<file path="config.mk">
export PLATFORM = sky130hd
export DESIGN_NAME = traffic_message_group_decoder_unit
export DESIGN_NICKNAME = d
export VERILOG_FILES = /design/src/sv/tmgd_pkg.sv /design/src/sv/traffic_message_group_decoder_unit.sv /design/src/sv/tmgd_decode.sv
export VERILOG_INCLUDE_DIRS = /design/src /design/src/sv
export SDC_FILE = /design/constraint.sdc
export NUM_CORES = 1
export LEC_CHECK = 0
export BUFFER_PORTS_ARGS = -buffer_cell sky130_fd_sc_hd__buf_2
export CAP_MARGIN = 20
export CELL_PAD_IN_SITES_DETAIL_PLACEMENT = 1
export CELL_PAD_IN_SITES_GLOBAL_PLACEMENT = 1
export CORE_ASPECT_RATIO = 1.1
export CORE_MARGIN = 1
export CORE_UTILIZATION = 39
export CTS_CLUSTER_DIAMETER = 50
export DETAILED_ROUTE_END_ITERATION = 8
export GPL_TIMING_DRIVEN = 0
export PLACE_DENSITY_LB_ADDON = 0.1
export SLEW_MARGIN = 20
export SYNTH_ARGS = -nofsm -noshare
export SYNTH_HDL_FRONTEND = slang
export SYNTH_SLANG_ARGS = --single-unit
</file>
<file path="constraint.sdc">
create_clock -name i_clk -period 4.15 [get_ports i_clk]
set_clock_uncertainty 0.05 [all_clocks]
set_input_delay 0.2075 -clock i_clk [delete_from_list [all_inputs] [get_ports i_clk]]
set_output_delay 0.2075 -clock i_clk [all_outputs]
set_load 0.1 [all_outputs]
</file>
<file path="src/sv/traffic_message_group_decoder_unit_defines.svh">
// Assertion macros shared by the decoder RTL.
`ifndef TRAFFIC_MESSAGE_GROUP_DECODER_UNIT_DEFINES_SVH
`define TRAFFIC_MESSAGE_GROUP_DECODER_UNIT_DEFINES_SVH

// Same-cycle implication, sampled on i_clk, off during reset.
`define TMGD_ASSERT_NOW(label, ante, cons, msg) \
    label: assert property (@(posedge i_clk) disable iff (!i_rst_n) \
        (ante) |-> (cons)) else $error(msg);

// Next-cycle implication, sampled on i_clk, off during reset.
`define TMGD_ASSERT_NEXT(label, ante, cons, msg) \
    label: assert property (@(posedge i_clk) disable iff (!i_rst_n) \
        (ante) |=> (cons)) else $error(msg);

`endif

</file>
<file path="src/sv/tmgd_pkg.sv">
`timescale 1ns / 1ps
package tmgd_pkg;

    typedef enum logic [3:0] {
        KIND_IGNORED  = 4'd0,
        KIND_SINGLE   = 4'd1,
        KIND_START    = 4'd2,
        KIND_CONTENT  = 4'd3,
        KIND_FINAL    = 4'd4,
        KIND_RESET    = 4'd5,
        KIND_NAME     = 4'd6,
        KIND_SYSTEM   = 4'd7,
        KIND_ENC_ONLY = 4'd8
    } t_kind;

    // system message variants (C bits 15..14)
    localparam logic [1:0] SYS_VAR_TABLE   = 2'd0;
    localparam logic [1:0] SYS_VAR_SERVICE = 2'd1;

    // tuning addresses of the provider name halves
    localparam logic [3:0] TUNE_NAME_FIRST = 4'd4;
    localparam logic [3:0] TUNE_NAME_LAST  = 4'd5;

    localparam int IN_DATA_W  = 48;
    localparam int OUT_DATA_W = 104;

    typedef struct packed {
        logic [2:0] expected_part;
        logic [2:0] continuity_index;
        logic [2:0] total_parts;
        logic [1:0] name_half_mask;
        logic [5:0] table_number;
        logic [5:0] encrypted_table_number;
        logic [5:0] service_id;
        logic [4:0] encryption_id;
        logic [5:0] afi_mode_scope;
    } t_state;

    typedef struct packed {
        t_kind        event_kind;
        logic         encryption_updated;
        logic         diversion;
        logic         direction;
        logic [2:0]   extent;
        logic [10:0]  event_code;
        logic [15:0]  location;
        logic [2:0]   duration;
        logic [31:0]  payload;
        logic [1:0]   name_halves;
        logic [28:0]  service_info;
    } t_result;

endpackage

</file>
<file path="src/sv/traffic_message_group_decoder_unit.sv">
`timescale 1ns / 1ps
// Traffic message group decoder.
// Input stream: one request per traffic group (tuser = 0, blocks B/C/D in
// tdata) or per system message (tuser = 1, word in the C slot). Every
// accepted request yields exactly one result request on the output stream,
// tuser carrying the event kind and tdata the decoded fields.
// Each request passes from the input register through decode into the result
// register. Throughput: one request per cycle while the receiver takes results;
// the single decode pass and the state registers that it updates set that.
// Reassembly and admin state are updated when a request moves from the input
// register into the result register, so results keep input order.
// Reset (i_rst_n low, synchronous) empties both registers and clears all
// reassembly, name and service state to zero.
// When the receiver stalls, the result register holds; the input register
// still takes one more request, after which s_axis_tready drops until the
// result is taken. No request is lost or repeated.
`include "traffic_message_group_decoder_unit_defines.svh"

module traffic_message_group_decoder_unit (
    input  logic         i_clk,
    input  logic         i_rst_n,
    input  logic         s_axis_tvalid,
    output logic         s_axis_tready,
    // tdata: group_b[15:0], group_c[31:16], group_d[47:32]
    input  logic [47:0]  s_axis_tdata,
    // tuser: func
    input  logic         s_axis_tuser,
    output logic         m_axis_tvalid,
    input  logic         m_axis_tready,
    // tdata: encryption_updated[0], diversion[1], direction[2], extent[5:3],
    // event_code[16:6], location[32:17], duration[35:33], payload[67:36],
    // name_halves[69:68], service_info[98:70], zero pad[103:99]
    output logic [103:0] m_axis_tdata,
    // tuser: event_kind
    output logic [3:0]   m_axis_tuser
);

    // input register
    logic                   r_in_valid;
    logic                   r_in_func;
    logic [47:0]            r_in_data;
    // result register
    logic                   r_out_valid;
    tmgd_pkg::t_result      r_out;
    // decoder state
    tmgd_pkg::t_state       r_state;

    tmgd_pkg::t_state       n_state;
    tmgd_pkg::t_result      n_out;
    logic                   w_advance;
    logic                   w_in_take;

    // result register free or emptying this cycle
    assign w_advance     = r_in_valid && (!r_out_valid || m_axis_tready);
    assign s_axis_tready = !r_in_valid || w_advance;
    assign w_in_take     = s_axis_tvalid && s_axis_tready;

    tmgd_decode u_decode (
        .i_state   (r_state),
        .i_func    (r_in_func),
        .i_group_b (r_in_data[15:0]),
        .i_group_c (r_in_data[31:16]),
        .i_group_d (r_in_data[47:32]),
        .o_state   (n_state),
        .o_result  (n_out)
    );

    always_ff @(posedge i_clk) begin
        if (!i_rst_n) begin
            r_in_valid  <= 1'b0;
            r_out_valid <= 1'b0;
            r_state     <= '0;
        end else begin
            if (w_in_take) begin
                r_in_valid <= 1'b1;
            end else if (w_advance) begin
                r_in_valid <= 1'b0;
            end
            if (w_advance) begin
                r_out_valid <= 1'b1;
                r_state     <= n_state;
            end else if (m_axis_tready) begin
                r_out_valid <= 1'b0;
            end
        end
    end

    // payload registers, no reset
    always_ff @(posedge i_clk) begin
        if (w_in_take) begin
            r_in_func <= s_axis_tuser;
            r_in_data <= s_axis_tdata;
        end
        if (w_advance) begin
            r_out <= n_out;
        end
    end

    assign m_axis_tvalid = r_out_valid;
    assign m_axis_tuser  = r_out.event_kind;
    assign m_axis_tdata  = {5'd0, r_out.service_info, r_out.name_halves,
                            r_out.payload, r_out.duration, r_out.location,
                            r_out.event_code, r_out.extent, r_out.direction,
                            r_out.diversion, r_out.encryption_updated};

    `TMGD_ASSERT_NOW(a_part_below_total, (r_state.total_parts != 3'd0) && (r_state.expected_part != 3'd0), r_state.expected_part < r_state.total_parts, "expected part reached part count")
    `TMGD_ASSERT_NEXT(a_final_clears, w_advance && (n_out.event_kind == tmgd_pkg::KIND_FINAL), r_state.expected_part == 3'd0, "final content left reassembly open")
    `TMGD_ASSERT_NOW(a_full_stall, r_in_valid && r_out_valid && !m_axis_tready, !s_axis_tready, "request taken while both stages full")
    `TMGD_ASSERT_NOW(a_name_mask_sync, r_out_valid, r_out.name_halves == r_state.name_half_mask, "shown name halves differ from state")

endmodule

</file>
<file path="src/sv/tmgd_decode.sv">
`timescale 1ns / 1ps
// Decodes one group against the current reassembly/admin state.
module tmgd_decode (
    input  tmgd_pkg::t_state  i_state,
    input  logic              i_func,
    input  logic [15:0]       i_group_b,
    input  logic [15:0]       i_group_c,
    input  logic [15:0]       i_group_d,
    output tmgd_pkg::t_state  o_state,
    output tmgd_pkg::t_result o_result
);

    tmgd_pkg::t_state  n_st;
    tmgd_pkg::t_result res;
    logic              enc_grp;
    logic              single_grp;
    logic              first_grp;
    logic              second_grp;
    logic [1:0]        gsi;
    logic [2:0]        ci;
    logic [2:0]        tot;
    logic [3:0]        part_sum;

    assign single_grp = i_group_b[3];
    assign ci         = i_group_b[2:0];
    assign first_grp  = i_group_c[15];
    assign second_grp = i_group_c[14];
    assign gsi        = i_group_c[13:12];
    assign enc_grp    = (i_group_b[4:0] == 5'd0) && (i_group_c[15:13] == 3'd0);

    // part count from the second group if not yet known
    assign tot = (second_grp && (i_state.total_parts == 3'd0))
               ? 3'(3'd2 + {1'b0, gsi}) : i_state.total_parts;
    // part number = total - gsi must equal expected + 1
    assign part_sum = {1'b0, i_state.expected_part} + {2'b00, gsi} + 4'd1;

    always_comb begin
        n_st = i_state;
        res  = '0;
        res.event_kind = tmgd_pkg::KIND_IGNORED;
        if (i_func) begin
            case (i_group_c[15:14])
                tmgd_pkg::SYS_VAR_TABLE: begin
                    n_st.table_number   = i_group_c[11:6];
                    n_st.afi_mode_scope = i_group_c[5:0];
                end
                tmgd_pkg::SYS_VAR_SERVICE: begin
                    n_st.service_id = i_group_c[11:6];
                end
                default: begin
                end
            endcase
            res.event_kind = tmgd_pkg::KIND_SYSTEM;
        end else begin
            if (enc_grp) begin
                n_st.service_id             = i_group_c[10:5];
                n_st.encryption_id          = i_group_c[4:0];
                n_st.encrypted_table_number = i_group_d[15:10];
                res.encryption_updated      = 1'b1;
            end
            if (i_group_b[4]) begin
                if (i_group_b[3:0] == tmgd_pkg::TUNE_NAME_FIRST) begin
                    n_st.name_half_mask[0] = 1'b1;
                    res.payload            = {i_group_c, i_group_d};
                    res.event_kind         = tmgd_pkg::KIND_NAME;
                end else if (i_group_b[3:0] == tmgd_pkg::TUNE_NAME_LAST) begin
                    n_st.name_half_mask[1] = 1'b1;
                    res.payload            = {i_group_c, i_group_d};
                    res.event_kind         = tmgd_pkg::KIND_NAME;
                end
            end else if (single_grp || first_grp) begin
                res.direction  = i_group_c[14];
                res.extent     = i_group_c[13:11];
                res.event_code = i_group_c[10:0];
                res.location   = i_group_d;
                if (!single_grp) begin
                    n_st.expected_part    = 3'd1;
                    n_st.continuity_index = ci;
                    n_st.total_parts      = 3'd0;
                    res.event_kind        = tmgd_pkg::KIND_START;
                end else begin
                    res.diversion      = first_grp;
                    res.duration       = ci;
                    n_st.expected_part = 3'd0;
                    res.event_kind     = tmgd_pkg::KIND_SINGLE;
                end
            end else if ((i_state.expected_part != 3'd0) &&
                         (i_state.continuity_index == ci)) begin
                n_st.total_parts = tot;
                if ((tot != 3'd0) && ({1'b0, tot} == part_sum)) begin
                    res.payload = {4'd0, i_group_c[11:0], i_group_d};
                    if (gsi != 2'd0) begin
                        n_st.expected_part = 3'(i_state.expected_part + 3'd1);
                        res.event_kind     = tmgd_pkg::KIND_CONTENT;
                    end else begin
                        n_st.expected_part = 3'd0;
                        res.event_kind     = tmgd_pkg::KIND_FINAL;
                    end
                end
            end else begin
                // stray continuation: drop any reassembly
                n_st.expected_part = 3'd0;
                res.event_kind     = tmgd_pkg::KIND_RESET;
            end
            if (enc_grp && (res.event_kind == tmgd_pkg::KIND_IGNORED)) begin
                res.event_kind = tmgd_pkg::KIND_ENC_ONLY;
            end
        end
        res.name_halves  = n_st.name_half_mask;
        res.service_info = {n_st.table_number, n_st.encrypted_table_number,
                            n_st.service_id, n_st.encryption_id,
                            n_st.afi_mode_scope};
    end

    assign o_state  = n_st;
    assign o_result = res;

endmodule

</file>
After elaboration in Yosys (flattened, before gate mapping):

Index checks and enable logic that the tools add are counted.

* bitwise operators: 4
* reductions and logical operators: 28
* muxes and demuxes: 44
* eq/ne operators: 7
* add/subtract/negate cells: 4

Operators by type and width (number)
* $mux W32: 5
* $mux W6: 7
* $mux W3: 11
* $mux W28: 1
* $mux W4: 6
* $mux W17: 1
* $reduce_and A5 Y1: 2
* $mux W1: 9
* $eq A4 B3 Y1 const B: 2
* $reduce_bool A2 Y1: 4
* $logic_and A1 B1 Y1: 7
* $logic_not A3 Y1: 2
* $mux W2: 3
* $reduce_bool A3 Y1: 2
* $logic_not A5 Y1: 1
* $mux W5: 1
* $add A3 B2 Y4: 1
* $add A4 B1 Y4 const B: 1
* $eq A3 B4 Y1: 1
* $logic_not A4 Y1: 1
* $not A1 Y1: 4
* $reduce_and A4 Y1: 1
* $reduce_or A4 Y1: 1
* $add A2 B2 Y3 const A: 1
* other kinds (9): 12

* bits of input ports: 53
* bits in registers: 194
* output and inout port bits: 110

Logic depth before layout (Yosys ltp):

* depth in word-level cells: 13
* gate-level depth with buffers: 9
* gate-level depth less buffers: 8

Modules after synthesis:

From an unflattened synthesis, not the netlist that was laid out.

* cells, all modules: 606
* area total of the unflattened synthesis: 8191.6 sq um

By module, submodules not included
* traffic_message_group_decoder_unit: instances 1, cells an instance 341, area an instance 6327.3 sq um, seq. area each 5405.2 sq um
* tmgd_decode: instances 1, cells an instance 265, area an instance 1864.3 sq um, seq. area each 0.0 sq um

Worst setup path after synthesis:

No wires, ideal clock.

* path type: register -> register
* from: register r_out_valid, in the netlist m_axis_tvalid
* to: register r_state[4] (netlist bit)
* path slack: -810 ps
* period minus slack after synthesis: 4960 ps
* buffers on the path: 2
* stages on the path, launching flop included: 8
* data arrival time: 4783 ps
* path through: dfxtp_1 -> nor2b_1 -> nand2b_1 -> buf_2 -> clkinv_1 -> clkbuf_1 -> mux2i_1 -> nor2_1

* cells in the longest elaborated chain, start to end: 3

RTL lines
* from (decl): RTL line traffic_message_group_decoder_unit.sv:43 `logic r_out_valid;`
* from (signal assigned): RTL line traffic_message_group_decoder_unit.sv:71 `r_out_valid <= 1'b0;`
* from (signal assigned): RTL line traffic_message_group_decoder_unit.sv:80 `r_out_valid <= 1'b1;`
* from (signal assigned): RTL line traffic_message_group_decoder_unit.sv:83 `r_out_valid <= 1'b0;`
* $logic_not A1 Y1: RTL line traffic_message_group_decoder_unit.sv:54 `assign w_advance = r_in_valid && (!r_out_valid || m_axis_tready);`
* $logic_or A1 B1 Y1: RTL line traffic_message_group_decoder_unit.sv:54
* $logic_and A1 B1 Y1: RTL line traffic_message_group_decoder_unit.sv:54
* named net w_advance: RTL line traffic_message_group_decoder_unit.sv:50 `logic w_advance;`
* to (signal assigned): RTL line traffic_message_group_decoder_unit.sv:81 `r_state <= n_state;`
* to (decl): RTL line traffic_message_group_decoder_unit.sv:46 `tmgd_pkg::t_state r_state;`

The timed path passes the listed nets, and every way through them passes these cells.
A chain may end at the register's enable or synchronous reset.

Worst setup path after layout:

* from: register r_in_data[28]
* to: register r_out (netlist bit m_axis_tdata[44]) (data pin)

* cells in the longest elaborated chain, start to end: 8

RTL lines
* from (decl): RTL line traffic_message_group_decoder_unit.sv:41 `logic [47:0] r_in_data;`
* from (signal assigned): RTL line traffic_message_group_decoder_unit.sv:92 `r_in_data <= s_axis_tdata;`
* $add A3 B2 Y4 or $add A2 B2 Y3 (tied branches): RTL line tmgd_decode.sv:35, tmgd_decode.sv:33
* $add A4 B1 Y4 or $mux W3 (tied branches): RTL line tmgd_decode.sv:35, tmgd_decode.sv:33
* $eq A3 B4 Y1 or $reduce_bool A3 Y1 (tied branches): RTL line tmgd_decode.sv:90 `if ((tot != 3'd0) && ({1'b0, tot} == part_sum)) begin`
* $logic_and A1 B1 Y1 (*): RTL line tmgd_decode.sv:90
* $mux W28 (*): RTL line tmgd_decode.sv:90
* $mux W32 (*): RTL line tmgd_decode.sv:87 `end else if ((i_state.expected_part != 3'd0) &&`
* $mux W32 (*): RTL line tmgd_decode.sv:71 `end else if (single_grp || first_grp) begin`
* $mux W32 (*): RTL line tmgd_decode.sv:61 `if (i_group_b[4]) begin`
* to (signal assigned): RTL line traffic_message_group_decoder_unit.sv:95 `r_out <= n_out;`
* to (decl): RTL line traffic_message_group_decoder_unit.sv:44 `tmgd_pkg::t_result r_out;`

Mark *: on every way between the ends. The rest lies on a longest branch, timed or not.

==> results.yml <==
outcome:
  status: "complete, no violations"
cts:
  cts_setup_buffers: 0
  clock_path_buffers: 2
  clkTransAtPathRegs_ns: 0.07
  postCtsHoldBufs: 39
  clkSinkCount: 183
  clk_latency_ns: 0.44
  htreeDepth: 4
  root_buffer: "clkbuf_16"
  cts_tree: "built"
  cts_buffers: 17
  post_cts_resized: 0
place:
  gp_routability_congestion: 0.819
  dp_cells: 937
  portBuffers: 146
  dp_hpwl_um: 12500
finish:
  finalNetCount: 815
  final_common_cell: "buf_2"
  area_growth_pct: 28.8
  layout_common_cells: "buf_2 (151), edfxtp_1 (141), nand2_1 (63), and2_1 (45), dfxtp_1 (42)"
  final_cells: 1008
  n_fill_cell: 1895
  n_antenna_cell: 0
  drive_gt1_frac: 0.284
floorplanning:
  die_w_um: 132
  die_y_um: 145
  die_area_mm2: 0.0191
  initial_utilization: 0.404
  std_cell_rows: 51
  core_area_mm2: 0.0179
  top_level_ports: 163
power:
  swShare: 0.304
  p_int_uw: 3030
  power_frac_seq: 0.481
  p_clk_frac: 0.368
  power.switching_uw: 1330
  p_leak_uw: 0.00366
  cellPowerDensity_mw_per_mm2: 467
  vdd_drop_max_mv: 0.296
  power_uw: 4360
  p_comb_frac: 0.151
worst_setup_path:
  r2r_cells: 9
  startpoint_type: "register"
  r2r_slack_ns: 1.19
  cp.depth: 9
  critPathTopFamily: "simple AND/OR/NAND/NOR gates"
  crit_type: "reg -> reg"
  crit_path_max_fanout: 10
  cpPeakStageDelay_ns: 0.52
  worst-path-buf-inv: 2
  endpoint_kind: "register"
  endpoint: "m_axis_tdata[44]"
  r2r_end: "m_axis_tdata[44]"
  regToRegStartpoint: "r_in_data[28]"
  crit_required_ns: 4.40
  path_cells: "inv_1 > ha_1 > fa_1 > nor3_1 > nor4b_2 > a41oi_2 > nor2_4 > buf_6 > and2_1"
  crit_arrival_ns: 3.21
  slowest_stage: "edfxtp_1"
  startpoint: "r_in_data[28]"
logic_synthesis:
  ys_ff_latch: 183
  synth.cell_area_mm2: 0.00724
  synth.distinct_cells: 56
  syn_avg_cell_area_um2: 13.2
  synthArstFlopShare: 0
  synth_edf_count: 141
  synthCells: 547
  ys_warn_count: 0
  synth_seq_area_share: 0.701
  synthFlopType: "edfxtp_1"
global_route:
  grt_max_degree: 66
  grt_pass1_vias: 5221
  overflow: 0
  antenna_found_initial: 0
  track_usage: 0.199
  grt_pass1_wl_um: 28800
routing:
  dr.pass1.iters: 4
  via_per_inst: 4.96
  drt-total-wl_um: 18300
  drc: 0
  vias: 5000
  routedWlPerCell_um: 18.2
  drtIter0Drc: 250
  drtAntennaViolNets: 0
sta:
  min_period_ns: 2.96
  max_freq_ghz: 0.338
  worst_pin_slew_ns: 0.657
  rsz0062_at_grt: "no"
  hold_viol: 0
  final-setup-viol-count: 0
  slew_headroom: 0.562
  final_max_slew_viol_count: 0
  tns_ns: 0
  fin_crit_sh: 0.713
job:
  drv_cap: 0
min_path:
  hold_class: "in -> reg"
[how the worst min path moves through the flow]
stage	slack [ns]	from	endpoint	cells after the start
global placement	0.33	s_axis_tuser	r_in_func	1
CTS	0.04	i_rst_n	r_state[33]	2
global route	0.06	i_rst_n	r_state[33]	2
detailed placement	0.34	s_axis_tdata[17]	r_in_data[17]	1
finish	0.05	i_rst_n	r_state[33]	2
floorplan	0.26	s_axis_tdata[0]	r_in_data[0]	0
[worst register-to-register path: stages (launching register included)]
cell,delay (ns)
edfxtp_1,0.52
inv_1,0.10
ha_1,0.23
fa_1,0.51
nor3_1,0.07
nor4b_2,0.38
a41oi_2,0.39
nor2_4,0.26
buf_6,0.16
and2_1,0.15
[power by group through the flow]
stage / registers (uW) / logic [uW] / clock network (uW)
after global routing: 2110 / 685 / 1690
after CTS: 2100 / 662 / 1630
final: 2100 / 658 / 1610
after global placement: 2140 / 617 / 0
after detailed placement: 2140 / 631 / 0
after floorplan: 2490 / 145 / 0
[routing by layer]
layer	track usage	up-vias	part of all wire
met4	0.0634	0	0.013
met5	0	-	0
li1	-	2367	-
met2	0.355	133	0.53
met1	0.239	2480	0.42
met3	0.0374	20	0.040
[cell usage after synthesis (3+ instances only)]
library cell  count  area share
clkbuf_1         20       0.010
o21ai_0           7      0.0048
mux2i_1          12       0.017
edfxtp_1        141        0.58
a21oi_1          17       0.012
and2_1           46       0.040
nand3_1          10      0.0069
a211oi_1          6      0.0062
nor4_1           10      0.0086
a21o_1            9      0.0093
xnor2_1           4      0.0048
dfxtp_1          42        0.12
buf_2             5      0.0035
mux2_2           12       0.019
nor3_1           21       0.015
nor2_1           37       0.019
nand2_1          63       0.033
a31oi_1           3      0.0026
inv_1            17      0.0088
ha_1              4      0.0069
nor2b_1           4      0.0035
buf_1             3      0.0016
buf_4             6      0.0062
and3_1            9      0.0078
[state kept, by name, indices dropped and copies added, names as in the netlist]
signal         cells
m_axis_tvalid      1
m_axis_tuser       4
m_axis_tdata      99
r_in_data         37
r_in_func          1
r_in_valid         1
r_state           40
[area by class of cell]
| class | instances | area [um2] | share of cell area |
|---|---|---|---|
| clock inverters | 13 | 128 | 0.0137 |
| multi-input cells | 314 | 1940 | 0.208 |
| inverters | 18 | 67.6 | 0.00724 |
| flip-flops and latches | 183 | 5070 | 0.544 |
| well taps | 238 | 298 | 0.0319 |
| clock buffers | 19 | 464 | 0.0498 |
| plain buffers | 36 | 189 | 0.0203 |
| repair buffers | 187 | 1170 | 0.125 |
[cells by family after synthesis]
group	share of synthesized area
buffers and inverters	0.0340
adder cells (fa/ha/maj)	0.00967
AO/OA/AOI/OAI	0.0586
AND/OR/NAND/NOR	0.153
flip-flops	0.701
other	0.000518
multiplexers	0.0368
XOR/XNOR	0.00708
[through the flow]
step                 util  hold slack [ns]  setup slack [ns]  instance area (um2)
floorplan               -            0.256             0.729                 7260
global placement    0.462            0.335             0.587                 8290
detailed placement  0.465            0.336              1.18                 8350
CTS                 0.520           0.0384              1.15                 9330
global route        0.520           0.0616             0.940                 9330
finish              0.520           0.0533              1.19                 9330
Power figures use the tool's default switching activity.
